## src/design/rhc_pkg.sv

```systemverilog
// Shared types and constants of the RGB/HSL pixel converter.
package rhc_pkg;

	// Fixed-point format of hue, saturation and lightness
	localparam int FRAC_BITS = 15;
	localparam int HSL_W = FRAC_BITS + 1;
	localparam logic [HSL_W-1:0] ONE_Q = HSL_W'(1) << FRAC_BITS;
	// Intermediate HSL to RGB values in Q(2F) with two guard bits
	localparam int Q2_W = 2 * FRAC_BITS + 2;

	// Pipeline shape: two front stages, then the divider stages
	localparam int DIV_STAGES = 8;
	localparam int NUM_STAGES = DIV_STAGES + 2;

	typedef enum logic {
		MODE_TO_HSL = 1'b0,
		MODE_TO_RGB = 1'b1
	} mode_t;

	typedef struct packed {
		logic        mode;
		logic [7:0]  in_red;
		logic [7:0]  in_green;
		logic [7:0]  in_blue;
		logic [15:0] in_hue;
		logic [15:0] in_saturation;
		logic [15:0] in_lightness;
	} pixel_t;

	typedef struct packed {
		logic [7:0]  out_red;
		logic [7:0]  out_green;
		logic [7:0]  out_blue;
		logic [14:0] out_hue;
		logic [15:0] out_saturation;
		logic [15:0] out_lightness;
	} result_t;

	// Per-item control carried alongside the divider
	typedef struct packed {
		mode_t            mode;
		logic             gray;
		logic [HSL_W-1:0] light;
	} side_t;

	// Clamped HSL operands for the RGB back end
	typedef struct packed {
		logic [FRAC_BITS-1:0] hue;
		logic [HSL_W-1:0]     sat;
		logic [HSL_W-1:0]     light;
		logic [Q2_W-1:0]      ls;
	} hsl_op_t;

	typedef struct packed {
		logic [7:0] red;
		logic [7:0] green;
		logic [7:0] blue;
	} rgb_t;

endpackage

```

## src/design/rhc_stream_if.sv

```systemverilog
// Valid/ready stream channel carrying one payload per transfer.
interface rhc_stream_if #(
	parameter type T = logic
) ();
	logic valid;
	logic ready;
	T     data;

	modport source(output valid, output data, input ready);
	modport sink(input valid, input data, output ready);
endinterface

```

## src/design/rhc_front.sv

```systemverilog
// Front stages: input register, channel min/max, lightness and divider operands.
module rhc_front (
	input  logic                          clk,
	input  logic [1:0]                    en,
	input  rhc_pkg::pixel_t               px,
	output logic [7:0]                    sat_num_s2,
	output logic [7:0]                    sat_den_s2,
	output logic [10:0]                   hue_num_s2,
	output logic [10:0]                   hue_den_s2,
	output rhc_pkg::side_t                side_s2,
	output rhc_pkg::hsl_op_t              hsl_s2
);
	import rhc_pkg::*;

	pixel_t      px_s1;
	logic [7:0]  r, g, b, mx, mn, d, den;
	logic [8:0]  sum;
	logic [14:0] y;
	logic [15:0] lq;
	logic [10:0] d6;
	logic [11:0] n_raw, n_fix;
	logic [HSL_W-1:0] s_c, l_c;

	// Register the incoming pixel
	always_ff @(posedge clk) begin
		if (en[0]) begin
			px_s1 <= px;
		end
	end

	// Largest and smallest channel
	always_comb begin
		r = px_s1.in_red;
		g = px_s1.in_green;
		b = px_s1.in_blue;
		mx = r;
		mn = r;
		if (g > mx) mx = g;
		if (b > mx) mx = b;
		if (g < mn) mn = g;
		if (b < mn) mn = b;
		d = mx - mn;
		sum = 9'(mx) + 9'(mn);
		den = (sum < 9'd255) ? sum[7:0] : 8'(10'd510 - 10'(sum));
		d6 = 11'({d, 2'b0}) + 11'({d, 1'b0});
	end

	// Lightness: sum * 2^14 / 255 split as 64*sum + floor(64*sum / 255)
	always_comb begin
		y = {sum, 6'b0};
		lq = (16'(y) + 16'(y >> 8) + 16'd1) >> 8;
	end

	// Hue numerator, wrapped into one turn
	always_comb begin
		if (r == mx) begin
			n_raw = 12'(g) - 12'(b);
		end else if (g == mx) begin
			n_raw = 12'({d, 1'b0}) + 12'(b) - 12'(r);
		end else begin
			n_raw = 12'({d, 2'b0}) + 12'(r) - 12'(g);
		end
		n_fix = n_raw[11] ? n_raw + 12'(d6) : n_raw;
	end

	// Clamp saturation and lightness to one
	always_comb begin
		s_c = (px_s1.in_saturation > 16'(ONE_Q)) ? ONE_Q : HSL_W'(px_s1.in_saturation);
		l_c = (px_s1.in_lightness > 16'(ONE_Q)) ? ONE_Q : HSL_W'(px_s1.in_lightness);
	end

	// Register the divider operands and the HSL operands
	always_ff @(posedge clk) begin
		if (en[1]) begin
			sat_num_s2     <= d;
			sat_den_s2     <= den;
			hue_num_s2     <= n_fix[10:0];
			hue_den_s2     <= d6;
			side_s2.mode   <= mode_t'(px_s1.mode);
			side_s2.gray   <= (d == 8'd0);
			side_s2.light  <= HSL_W'(16'(y) + lq);
			hsl_s2.hue     <= px_s1.in_hue[FRAC_BITS-1:0];
			hsl_s2.sat     <= s_c;
			hsl_s2.light   <= l_c;
			hsl_s2.ls      <= Q2_W'(l_c) * Q2_W'(s_c);
		end
	end

endmodule

```

## src/design/rhc_div.sv

```systemverilog
// Pipelined restoring divider: (num << (Q_W-1)) / den, Q_W/STAGES quotient bits per stage.
module rhc_div #(
	parameter int NUM_W  = 8,
	parameter int DEN_W  = 8,
	parameter int Q_W    = 16,
	parameter int STAGES = 8
) (
	input  logic              clk,
	input  logic [STAGES-1:0] en,
	input  logic [NUM_W-1:0]  num,
	input  logic [DEN_W-1:0]  den,
	output logic [Q_W-1:0]    quo
);
	localparam int RW  = DEN_W + 1;
	localparam int SPS = Q_W / STAGES;

	logic [RW-1:0]    rem_s [STAGES];
	logic [DEN_W-1:0] den_s [STAGES];
	logic [Q_W-1:0]   quo_s [STAGES];

	for (genvar st = 0; st < STAGES; st++) begin : g_stage
		logic [RW-1:0]    rem_in, rem_nx;
		logic [DEN_W-1:0] den_in;
		logic [Q_W-1:0]   quo_in, quo_nx;

		if (st == 0) begin : g_first
			assign rem_in = RW'(num);
			assign den_in = den;
			assign quo_in = '0;
		end else begin : g_next
			assign rem_in = rem_s[st-1];
			assign den_in = den_s[st-1];
			assign quo_in = quo_s[st-1];
		end

		// Resolve SPS quotient bits; the very first bit takes no shift
		always_comb begin
			rem_nx = rem_in;
			quo_nx = quo_in;
			for (int k = 0; k < SPS; k++) begin
				if (!(st == 0 && k == 0)) begin
					rem_nx = {rem_nx[RW-2:0], 1'b0};
				end
				if (rem_nx >= {1'b0, den_in}) begin
					rem_nx = rem_nx - {1'b0, den_in};
					quo_nx = {quo_nx[Q_W-2:0], 1'b1};
				end else begin
					quo_nx = {quo_nx[Q_W-2:0], 1'b0};
				end
			end
		end

		always_ff @(posedge clk) begin
			if (en[st]) begin
				rem_s[st] <= rem_nx;
				den_s[st] <= den_in;
				quo_s[st] <= quo_nx;
			end
		end
	end

	assign quo = quo_s[STAGES-1];

endmodule

```

## src/design/rhc_rgb.sv

```systemverilog
// HSL to RGB back end: v and m, sextant blend, byte scaling over four stages.
module rhc_rgb (
	input  logic             clk,
	input  logic [3:0]       en,
	input  rhc_pkg::hsl_op_t hsl,
	output rhc_pkg::rgb_t    rgb_s6
);
	import rhc_pkg::*;

	localparam int H6_W = FRAC_BITS + 3;

	logic [Q2_W-1:0]      l2, s2, v_c, m_c, span_c;
	logic [H6_W-1:0]      h6;
	logic [HSL_W+7:0]     gprod;
	logic [7:0]           gbyte_c;

	logic [Q2_W-1:0]      v_s3, m_s3, span_s3;
	logic [2:0]           sext_s3;
	logic [FRAC_BITS-1:0] fract_s3;
	logic                 zero_s3;
	logic [7:0]           gbyte_s3;

	logic [Q2_W-1:0]      phi_s4, v_s4, m_s4;
	logic [FRAC_BITS-1:0] plo_s4;
	logic [2:0]           sext_s4;
	logic                 zero_s4;
	logic [7:0]           gbyte_s4;
	logic [2*FRAC_BITS-1:0] lo_prod;

	logic [Q2_W-1:0]      vsf, mid1, mid2, cr_c, cg_c, cb_c;
	logic [Q2_W-1:0]      cr_s5, cg_s5, cb_s5;
	logic                 zero_s5;
	logic [7:0]           gbyte_s5;

	// Scale a Q(2F) channel to a byte, truncating and clamping
	function automatic logic [7:0] to_byte(input logic [Q2_W-1:0] x);
		logic [Q2_W+7:0] p;
		logic [Q2_W+7:0] q;
		p = {x, 8'b0} - (Q2_W + 8)'(x);
		q = p >> (2 * FRAC_BITS);
		to_byte = (q > (Q2_W + 8)'(255)) ? 8'hFF : q[7:0];
	endfunction

	// Stage three: v, m, span and the hue sextant
	always_comb begin
		l2 = Q2_W'(hsl.light);
		s2 = Q2_W'(hsl.sat);
		if ({hsl.light, 1'b0} <= {1'b0, ONE_Q}) begin
			v_c = (l2 << FRAC_BITS) + hsl.ls;
		end else begin
			v_c = ((l2 + s2) << FRAC_BITS) - hsl.ls;
		end
		m_c = (l2 << (FRAC_BITS + 1)) - v_c;
		span_c = v_c - m_c;
		h6 = H6_W'({hsl.hue, 2'b0}) + H6_W'({hsl.hue, 1'b0});
		gprod = {hsl.light, 8'b0} - (HSL_W + 8)'(hsl.light);
		gbyte_c = ((gprod >> FRAC_BITS) > (HSL_W + 8)'(255)) ? 8'hFF
			: 8'(gprod >> FRAC_BITS);
	end

	always_ff @(posedge clk) begin
		if (en[0]) begin
			v_s3     <= v_c;
			m_s3     <= m_c;
			span_s3  <= span_c;
			sext_s3  <= h6[H6_W-1:FRAC_BITS];
			fract_s3 <= h6[FRAC_BITS-1:0];
			zero_s3  <= (v_c == '0);
			gbyte_s3 <= gbyte_c;
		end
	end

	// Stage four: span times fraction as high and low partial products
	assign lo_prod = (2 * FRAC_BITS)'(span_s3[FRAC_BITS-1:0]) * (2 * FRAC_BITS)'(fract_s3);

	always_ff @(posedge clk) begin
		if (en[1]) begin
			phi_s4   <= Q2_W'(span_s3[Q2_W-1:FRAC_BITS]) * Q2_W'(fract_s3);
			plo_s4   <= lo_prod[2*FRAC_BITS-1:FRAC_BITS];
			v_s4     <= v_s3;
			m_s4     <= m_s3;
			sext_s4  <= sext_s3;
			zero_s4  <= zero_s3;
			gbyte_s4 <= gbyte_s3;
		end
	end

	// Stage five: blend and route by sextant
	always_comb begin
		vsf  = phi_s4 + Q2_W'(plo_s4);
		mid1 = m_s4 + vsf;
		mid2 = v_s4 - vsf;
		case (sext_s4)
			3'd0: begin cr_c = v_s4; cg_c = mid1; cb_c = m_s4; end
			3'd1: begin cr_c = mid2; cg_c = v_s4; cb_c = m_s4; end
			3'd2: begin cr_c = m_s4; cg_c = v_s4; cb_c = mid1; end
			3'd3: begin cr_c = m_s4; cg_c = mid2; cb_c = v_s4; end
			3'd4: begin cr_c = mid1; cg_c = m_s4; cb_c = v_s4; end
			default: begin cr_c = v_s4; cg_c = m_s4; cb_c = mid2; end
		endcase
	end

	always_ff @(posedge clk) begin
		if (en[2]) begin
			cr_s5    <= cr_c;
			cg_s5    <= cg_c;
			cb_s5    <= cb_c;
			zero_s5  <= zero_s4;
			gbyte_s5 <= gbyte_s4;
		end
	end

	// Stage six: bytes, or lightness on all channels when v is zero
	always_ff @(posedge clk) begin
		if (en[3]) begin
			rgb_s6.red   <= zero_s5 ? gbyte_s5 : to_byte(cr_s5);
			rgb_s6.green <= zero_s5 ? gbyte_s5 : to_byte(cg_s5);
			rgb_s6.blue  <= zero_s5 ? gbyte_s5 : to_byte(cb_s5);
		end
	end

endmodule

```

## src/design/rgb_hsl_color_converter.sv

```systemverilog
// RGB/HSL pixel converter: one pixel per clock in both directions when the output
// is not stalled, through a ten-stage pipeline. Its depth is set by the restoring
// divider that forms the 16-bit saturation and hue quotients over eight stages;
// the HSL to RGB path runs alongside it and waits in the carry registers. Each
// stage advances on its own, so bubbles are squeezed out and input keeps flowing
// while a result waits, as long as an earlier stage is empty. Saturation and
// lightness are unsigned Q1.15; hue is taken as Q1.15 and wrapped to Q0.15.
module rgb_hsl_color_converter (
	input  logic         clk,
	input  logic         arst_n,
	rhc_stream_if.sink   pixel,
	rhc_stream_if.source result
);
	import rhc_pkg::*;

	logic [NUM_STAGES-1:0] v_q;
	logic [NUM_STAGES-1:0] en;

	logic [7:0]  sat_num_s2, sat_den_s2;
	logic [10:0] hue_num_s2, hue_den_s2;
	side_t       side_s2;
	hsl_op_t     hsl_s2;
	rgb_t        rgb_s6;
	logic [15:0] sat_quo, hue_quo;

	// Carry registers, indexed by stage number minus one
	side_t side_s [2:NUM_STAGES-1];
	rgb_t  rgb_s  [6:NUM_STAGES-1];

	side_t   side_out;
	rgb_t    rgb_out;
	result_t res;

	// Stage enables: a stage loads when empty or when its successor moves
	always_comb begin
		en[NUM_STAGES-1] = !v_q[NUM_STAGES-1] || result.ready;
		for (int i = NUM_STAGES - 2; i >= 0; i--) begin
			en[i] = !v_q[i] || en[i+1];
		end
	end

	assign pixel.ready = en[0];

	// Advance the valid bits
	always_ff @(posedge clk or negedge arst_n) begin
		if (!arst_n) begin
			v_q <= '0;
		end else begin
			if (en[0]) v_q[0] <= pixel.valid;
			for (int i = 1; i < NUM_STAGES; i++) begin
				if (en[i]) v_q[i] <= v_q[i-1];
			end
		end
	end

	rhc_front u_front (
		.clk        (clk),
		.en         (en[1:0]),
		.px         (pixel.data),
		.sat_num_s2 (sat_num_s2),
		.sat_den_s2 (sat_den_s2),
		.hue_num_s2 (hue_num_s2),
		.hue_den_s2 (hue_den_s2),
		.side_s2    (side_s2),
		.hsl_s2     (hsl_s2)
	);

	rhc_div #(
		.NUM_W  (8),
		.DEN_W  (8),
		.Q_W    (16),
		.STAGES (DIV_STAGES)
	) u_sat_div (
		.clk (clk),
		.en  (en[NUM_STAGES-1:2]),
		.num (sat_num_s2),
		.den (sat_den_s2),
		.quo (sat_quo)
	);

	rhc_div #(
		.NUM_W  (11),
		.DEN_W  (11),
		.Q_W    (16),
		.STAGES (DIV_STAGES)
	) u_hue_div (
		.clk (clk),
		.en  (en[NUM_STAGES-1:2]),
		.num (hue_num_s2),
		.den (hue_den_s2),
		.quo (hue_quo)
	);

	rhc_rgb u_rgb (
		.clk    (clk),
		.en     (en[5:2]),
		.hsl    (hsl_s2),
		.rgb_s6 (rgb_s6)
	);

	// Carry mode, gray flag, lightness and RGB bytes to the output stage
	always_ff @(posedge clk) begin
		if (en[2]) side_s[2] <= side_s2;
		for (int i = 3; i < NUM_STAGES; i++) begin
			if (en[i]) side_s[i] <= side_s[i-1];
		end
		if (en[6]) rgb_s[6] <= rgb_s6;
		for (int i = 7; i < NUM_STAGES; i++) begin
			if (en[i]) rgb_s[i] <= rgb_s[i-1];
		end
	end

	// Select fields by direction; zero the unused ones
	always_comb begin
		side_out = side_s[NUM_STAGES-1];
		rgb_out  = rgb_s[NUM_STAGES-1];
		res = '0;
		if (side_out.mode == MODE_TO_HSL) begin
			res.out_lightness = 16'(side_out.light);
			if (!side_out.gray) begin
				res.out_hue        = hue_quo[14:0];
				res.out_saturation = sat_quo;
			end
		end else begin
			res.out_red   = rgb_out.red;
			res.out_green = rgb_out.green;
			res.out_blue  = rgb_out.blue;
		end
	end

	assign result.valid = v_q[NUM_STAGES-1];
	assign result.data  = res;

	a_accept_fills_s1: assert property (@(posedge clk) disable iff (!arst_n)
		(pixel.valid && pixel.ready) |=> v_q[0])
		else $error("accepted pixel did not reach stage one");

	a_ready_only_when_full: assert property (@(posedge clk) disable iff (!arst_n)
		!pixel.ready |-> v_q[0])
		else $error("input held off with an empty first stage");

	a_stall_backs_up: assert property (@(posedge clk) disable iff (!arst_n)
		(v_q[NUM_STAGES-2] && !en[NUM_STAGES-2]) |-> v_q[NUM_STAGES-1])
		else $error("stage stalled behind an empty output stage");

endmodule

```

## src/flat_wrapper.sv

```systemverilog
// flat-port wrapper written by rule: the top's interface ports become plain ports
module rgb_hsl_color_converter_flat import rhc_pkg::*;
  (clk, arst_n, pixel_valid, pixel_data, pixel_ready, result_valid, result_data, result_ready);
  rhc_stream_if #(.T(pixel_t)) pixel_i ();
  rhc_stream_if #(.T(result_t)) result_i ();
  input  logic clk;
  input  logic arst_n;
  input wire logic [$bits(pixel_i.valid)-1:0] pixel_valid;
  input wire logic [$bits(pixel_i.data)-1:0] pixel_data;
  output wire logic [$bits(pixel_i.ready)-1:0] pixel_ready;
  output wire logic [$bits(result_i.valid)-1:0] result_valid;
  output wire logic [$bits(result_i.data)-1:0] result_data;
  input wire logic [$bits(result_i.ready)-1:0] result_ready;
  assign pixel_i.valid = pixel_valid;
  assign pixel_i.data = pixel_data;
  assign pixel_ready = pixel_i.ready;
  assign result_valid = result_i.valid;
  assign result_data = result_i.data;
  assign result_i.ready = result_ready;
  rgb_hsl_color_converter u_core (.clk(clk), .arst_n(arst_n), .pixel(pixel_i), .result(result_i));
endmodule
```

## config.mk

```make
export PLATFORM = sky130hd
export DESIGN_NAME = rgb_hsl_color_converter_flat
export DESIGN_NICKNAME = d
export VERILOG_FILES = /design/src/design/rhc_pkg.sv /design/src/design/rhc_stream_if.sv /design/src/design/rhc_front.sv /design/src/design/rhc_div.sv /design/src/design/rhc_rgb.sv /design/src/design/rgb_hsl_color_converter.sv /design/src/flat_wrapper.sv
export SDC_FILE = /design/constraint.sdc
export NUM_CORES = 2
export LEC_CHECK = 0
export BUFFER_PORTS_ARGS = -buffer_cell sky130_fd_sc_hd__buf_2
export CAP_MARGIN = 20
export CORE_UTILIZATION = 45
export CTS_BUF_LIST = sky130_fd_sc_hd__clkbuf_4 sky130_fd_sc_hd__clkbuf_8
export CTS_CLUSTER_DIAMETER = 30
export CTS_CLUSTER_SIZE = 20
export DETAILED_ROUTE_END_ITERATION = 7
export SLEW_MARGIN = 30
export SYNTH_ARGS = -nofsm -noshare
export SYNTH_HDL_FRONTEND = slang
export SYNTH_SLANG_ARGS = --single-unit
```

## constraint.sdc

```tcl
create_clock -name clk -period 25.5 [get_ports clk]
set_input_delay 7.65 -clock clk [delete_from_list [all_inputs] [get_ports clk]]
set_output_delay 7.65 -clock clk [all_outputs]
set_load 0.05 [all_outputs]
```

==> metrics.cfg <==
[logic_synthesis]
ys_ff_latch = 1205
avgSynthCellArea_um2 = 10.54
async_reset_ff_frac = 0.008299
synth_top_family_by_area = adder cells
yosysWarnings = 0
synth_edf_count = 1195
synth_compound_area_frac = 0.1054
yosys.area_share.simple = 0.1223
seq_area_frac_synth = 0.3881
synth-adder-area-share = 0.2479
synth_ff_type = edfxtp_1
synth_xor_area_frac = 0.05097
netlist_area_mm2 = 0.09312
yosys-mux-area-fraction = 0.02789
synth_cell_types = 109
synthCells = 8834

[global_routing]
grt_max_degree = 158
grtUsageTotal = 0.2090
grt_pass1_wl_mm = 348.0
grt_pass1_vias = 65590
grt_overflow_total = 0
antenna_found_initial = 8

[critical_path]
crit_chain = buf_2, nor2b_1, nand3_4, nor2_1, nand3_4, nor2_1, nand4_1, buf_4, buf_2
cp-start-kind = input pin
crit_fanout = 35
max_stage_delay_ns = 0.64
required_ns = 17.85
path_class = in -> out
cp-end-kind = output pin
cp_slowest_cell = nor2_1
arrival_ns = 11.06

[floorplan]
die_area_mm2 = 0.2088
initial_core_util = 0.4538
io_pins = 150
rows = 166
fp.coreArea_mm2 = 0.2052
die_h_um = 456.9
die_w_um = 456.9

[route]
vias = 64090
wirelength_mm = 219.4
drt_first_pass_iters = 6
drtIter0Drc = 3860
drc_errors = 0
wl_per_cell_um = 18.31
ant_nets = 0
via_per_inst = 5.349

[cells_and_area]
layout.nets = 10670
post-route-cell-area_mm2 = 0.1027
area_growth_pct = 10.29
drive_above_1_share = 0.09701

[placement]
place.gp.congestion = 0.8853
placed_area_mm2 = 0.09693
dp_hpwl_mm = 169.7
io_buffers = 148

[clocking]
tritoncts = yes
clockRootBuffer = clkbuf_8
cts.repair.resized = 0
clock_sinks = 1205
htreeDepth = 5
insertion_delay_ns = 1.02
clk_transition_reported_paths_ns = 0.05
clock_path_buffers = 4
cts_buffers = 279
hold_buffers = 0
cts_setup_buffers = 0

[sta]
setup_violations = 0
finalHoldViolations = 0
tns_ns = 0
tightest_slew_ns = 1.096
fin_crit_sh = 0.7337
fin_skew_ns = 0.1167
rsz0062_at_grt = false
timing.slew.headroom = 0.2506
max_freq_mhz = 53.45
slew_violations = 0
period_needed_ns = 18.71

[run_status]
status = completed

[job]
drv_cap = 0

[hold_path]
hold_path_class = reg -> reg

[placed cells by master (no fill, tap or decap), types with 32 or more instances in the layout]
master	instances
nand2b_1	93
nor2_1	489
a31oi_1	62
clkbuf_4	40
a21boi_0	55
o21a_1	48
inv_1	1158
mux2_2	150
xor2_1	188
clkbuf_8	288
buf_4	61
nand3_1	92
mux2i_1	87
xnor2_1	337
a21o_1	213
or3_1	36
nor3_1	108
o21ai_0	388
clkinv_1	40
a21oi_1	404
buf_2	148
nand2_1	919
nand4_1	67
and2_1	290
nor2b_1	113
clkinvlp_4	37
o31ai_1	46
ha_1	939
and3_1	58
fa_1	566
clkinv_2	37
o21bai_1	61
a211oi_1	40
o211ai_1	32
edfxtp_1	1195
[cells in the mapped netlist, types with 19 or more instances]
cell,number,share of area
a211o_1,19,0.0018
o211ai_1,32,0.0026
o21a_1,48,0.0039
mux2i_1,87,0.0094
clkbuf_1,214,0.0086
and2_1,289,0.019
xor2_1,188,0.018
fa_1,566,0.12
nor3_1,108,0.0058
buf_1,19,0.00077
and3_1,58,0.0039
nand3_1,95,0.0051
a211oi_1,40,0.0032
or2_2,20,0.0013
o21bai_1,61,0.0049
a21boi_0,55,0.0044
nor2b_1,115,0.0077
nand2_1,923,0.037
nand4_1,67,0.0045
ha_1,939,0.13
nand2b_1,93,0.0062
a221oi_1,20,0.0019
inv_1,1161,0.047
o31ai_1,46,0.0037
or3_1,36,0.0024
mux2_2,150,0.018
o21ai_0,388,0.021
a31oi_1,62,0.0042
edfxtp_1,1195,0.39
a21oi_1,405,0.022
nor4_1,30,0.0020
xnor2_1,337,0.032
a21o_1,213,0.017
nor2_1,492,0.020
[metal layers]
metal  part of all wire  up-vias  routed length [um]  GRT usage
met5           0.000059        -                  13          0
met4              0.027        2                5864    0.06601
met3              0.053      382               11520    0.03458
met2               0.46     1585              100300     0.3388
met1               0.46    31160              101700     0.2850
li1                   -    30960                   -          -
[worst paths after layout]
path | from | endpoint | slack [ns] | depth (start not counted)
max in group asynchronous | arst_n | u_core.v_q[2] | 18.67 | 1
min | u_core.u_front.side_s2[17] | u_core.side_s[0][53] | 0.35 | 0
max | result_ready | pixel_ready | 6.79 | 9
min reg2reg | u_core.u_front.side_s2[17] | u_core.side_s[0][53] | 0.35 | 0
min in group asynchronous | arst_n | u_core.v_q[3] | 6.55 | 1
max reg2reg | u_core.u_front.r[1] | u_core.u_front.hue_num_s2[10] | 15.79 | 41
[worst max-delay path: cells and delay by family]
family | cells | cell delay [ns]
buf+inv | 3 | 0.67
simple gates | 6 | 2.68
[cells by family (layout without fill, tap and decap cells)]
logic type                 Yosys count  count (layout)
and+or+nand+nor                   2393            2393
AOI/OAI and AO/OA                 1537            1537
adders and majority gates         1505            1505
buffers and inverters             1420            1868
DFF                               1205            1205
xor gates and xnor gates           532             532
muxes                              240             240
other                                2              13
[sequential cells by signal (all words and copies together) (netlist names), 14 cells and up]
register / cells
u_core.u_sat_div.rem_s: 56
u_core.u_front.side_s2: 18
u_core.u_hue_div.quo_s: 64
u_core.u_rgb.span_s3: 31
u_core.u_rgb.rgb_s6: 24
u_core.u_rgb.fract_s3: 14
u_core.u_rgb.cb_s5: 32
u_core.u_rgb.v_s3: 32
u_core.side_s: 144
u_core.u_rgb.cg_s5: 32
u_core.u_hue_div.rem_s: 70
u_core.u_rgb.cr_s5: 32
u_core.u_rgb.m_s3: 31
u_core.u_rgb.phi_s4: 31
u_core.u_front.hsl_s2: 79
u_core.rgb_s: 96
u_core.u_rgb.plo_s4: 15
u_core.u_sat_div.den_s: 56
u_core.u_front.px_s1: 48
u_core.u_hue_div.den_s: 63
u_core.u_rgb.v_s4: 32
u_core.u_sat_div.quo_s: 72
u_core.u_rgb.m_s4: 31
[metrics by stage]
stage / std cells / utilization / hold WS (ns) / setup slack, ns
2_1_floorplan: 8840 / - / 0.4003 / 0.7494
3_3_place_gp: 11500 / 0.4722 / 0.4010 / 6.786
3_5_place_dp: 11500 / 0.4723 / 0.4045 / 6.680
4_1_cts: 11980 / 0.5002 / 0.3426 / 6.654
5_1_grt: 11980 / 0.5004 / 0.3604 / 6.412
6_report: 11980 / 0.5005 / 0.3512 / 6.790
[cell type report]
| class | instances | area [um^2] |
|---|---|---|
| Fill cell | 18480 | 102500 |
| Multi-Input combinational cell | 6215 | 51750 |
| Sequential cell | 1205 | 36130 |
| Inverter | 1175 | 4419 |
| Clock buffer | 328 | 4264 |
| Tap cell | 2688 | 3363 |
| Clock inverter | 149 | 1446 |
| Timing Repair Buffer | 216 | 1306 |
| Antenna cell | 5 | 12.51 |
Power is not shown: default switching activity piles up to over one toggle a cycle in this logic, so the estimate is an artifact.
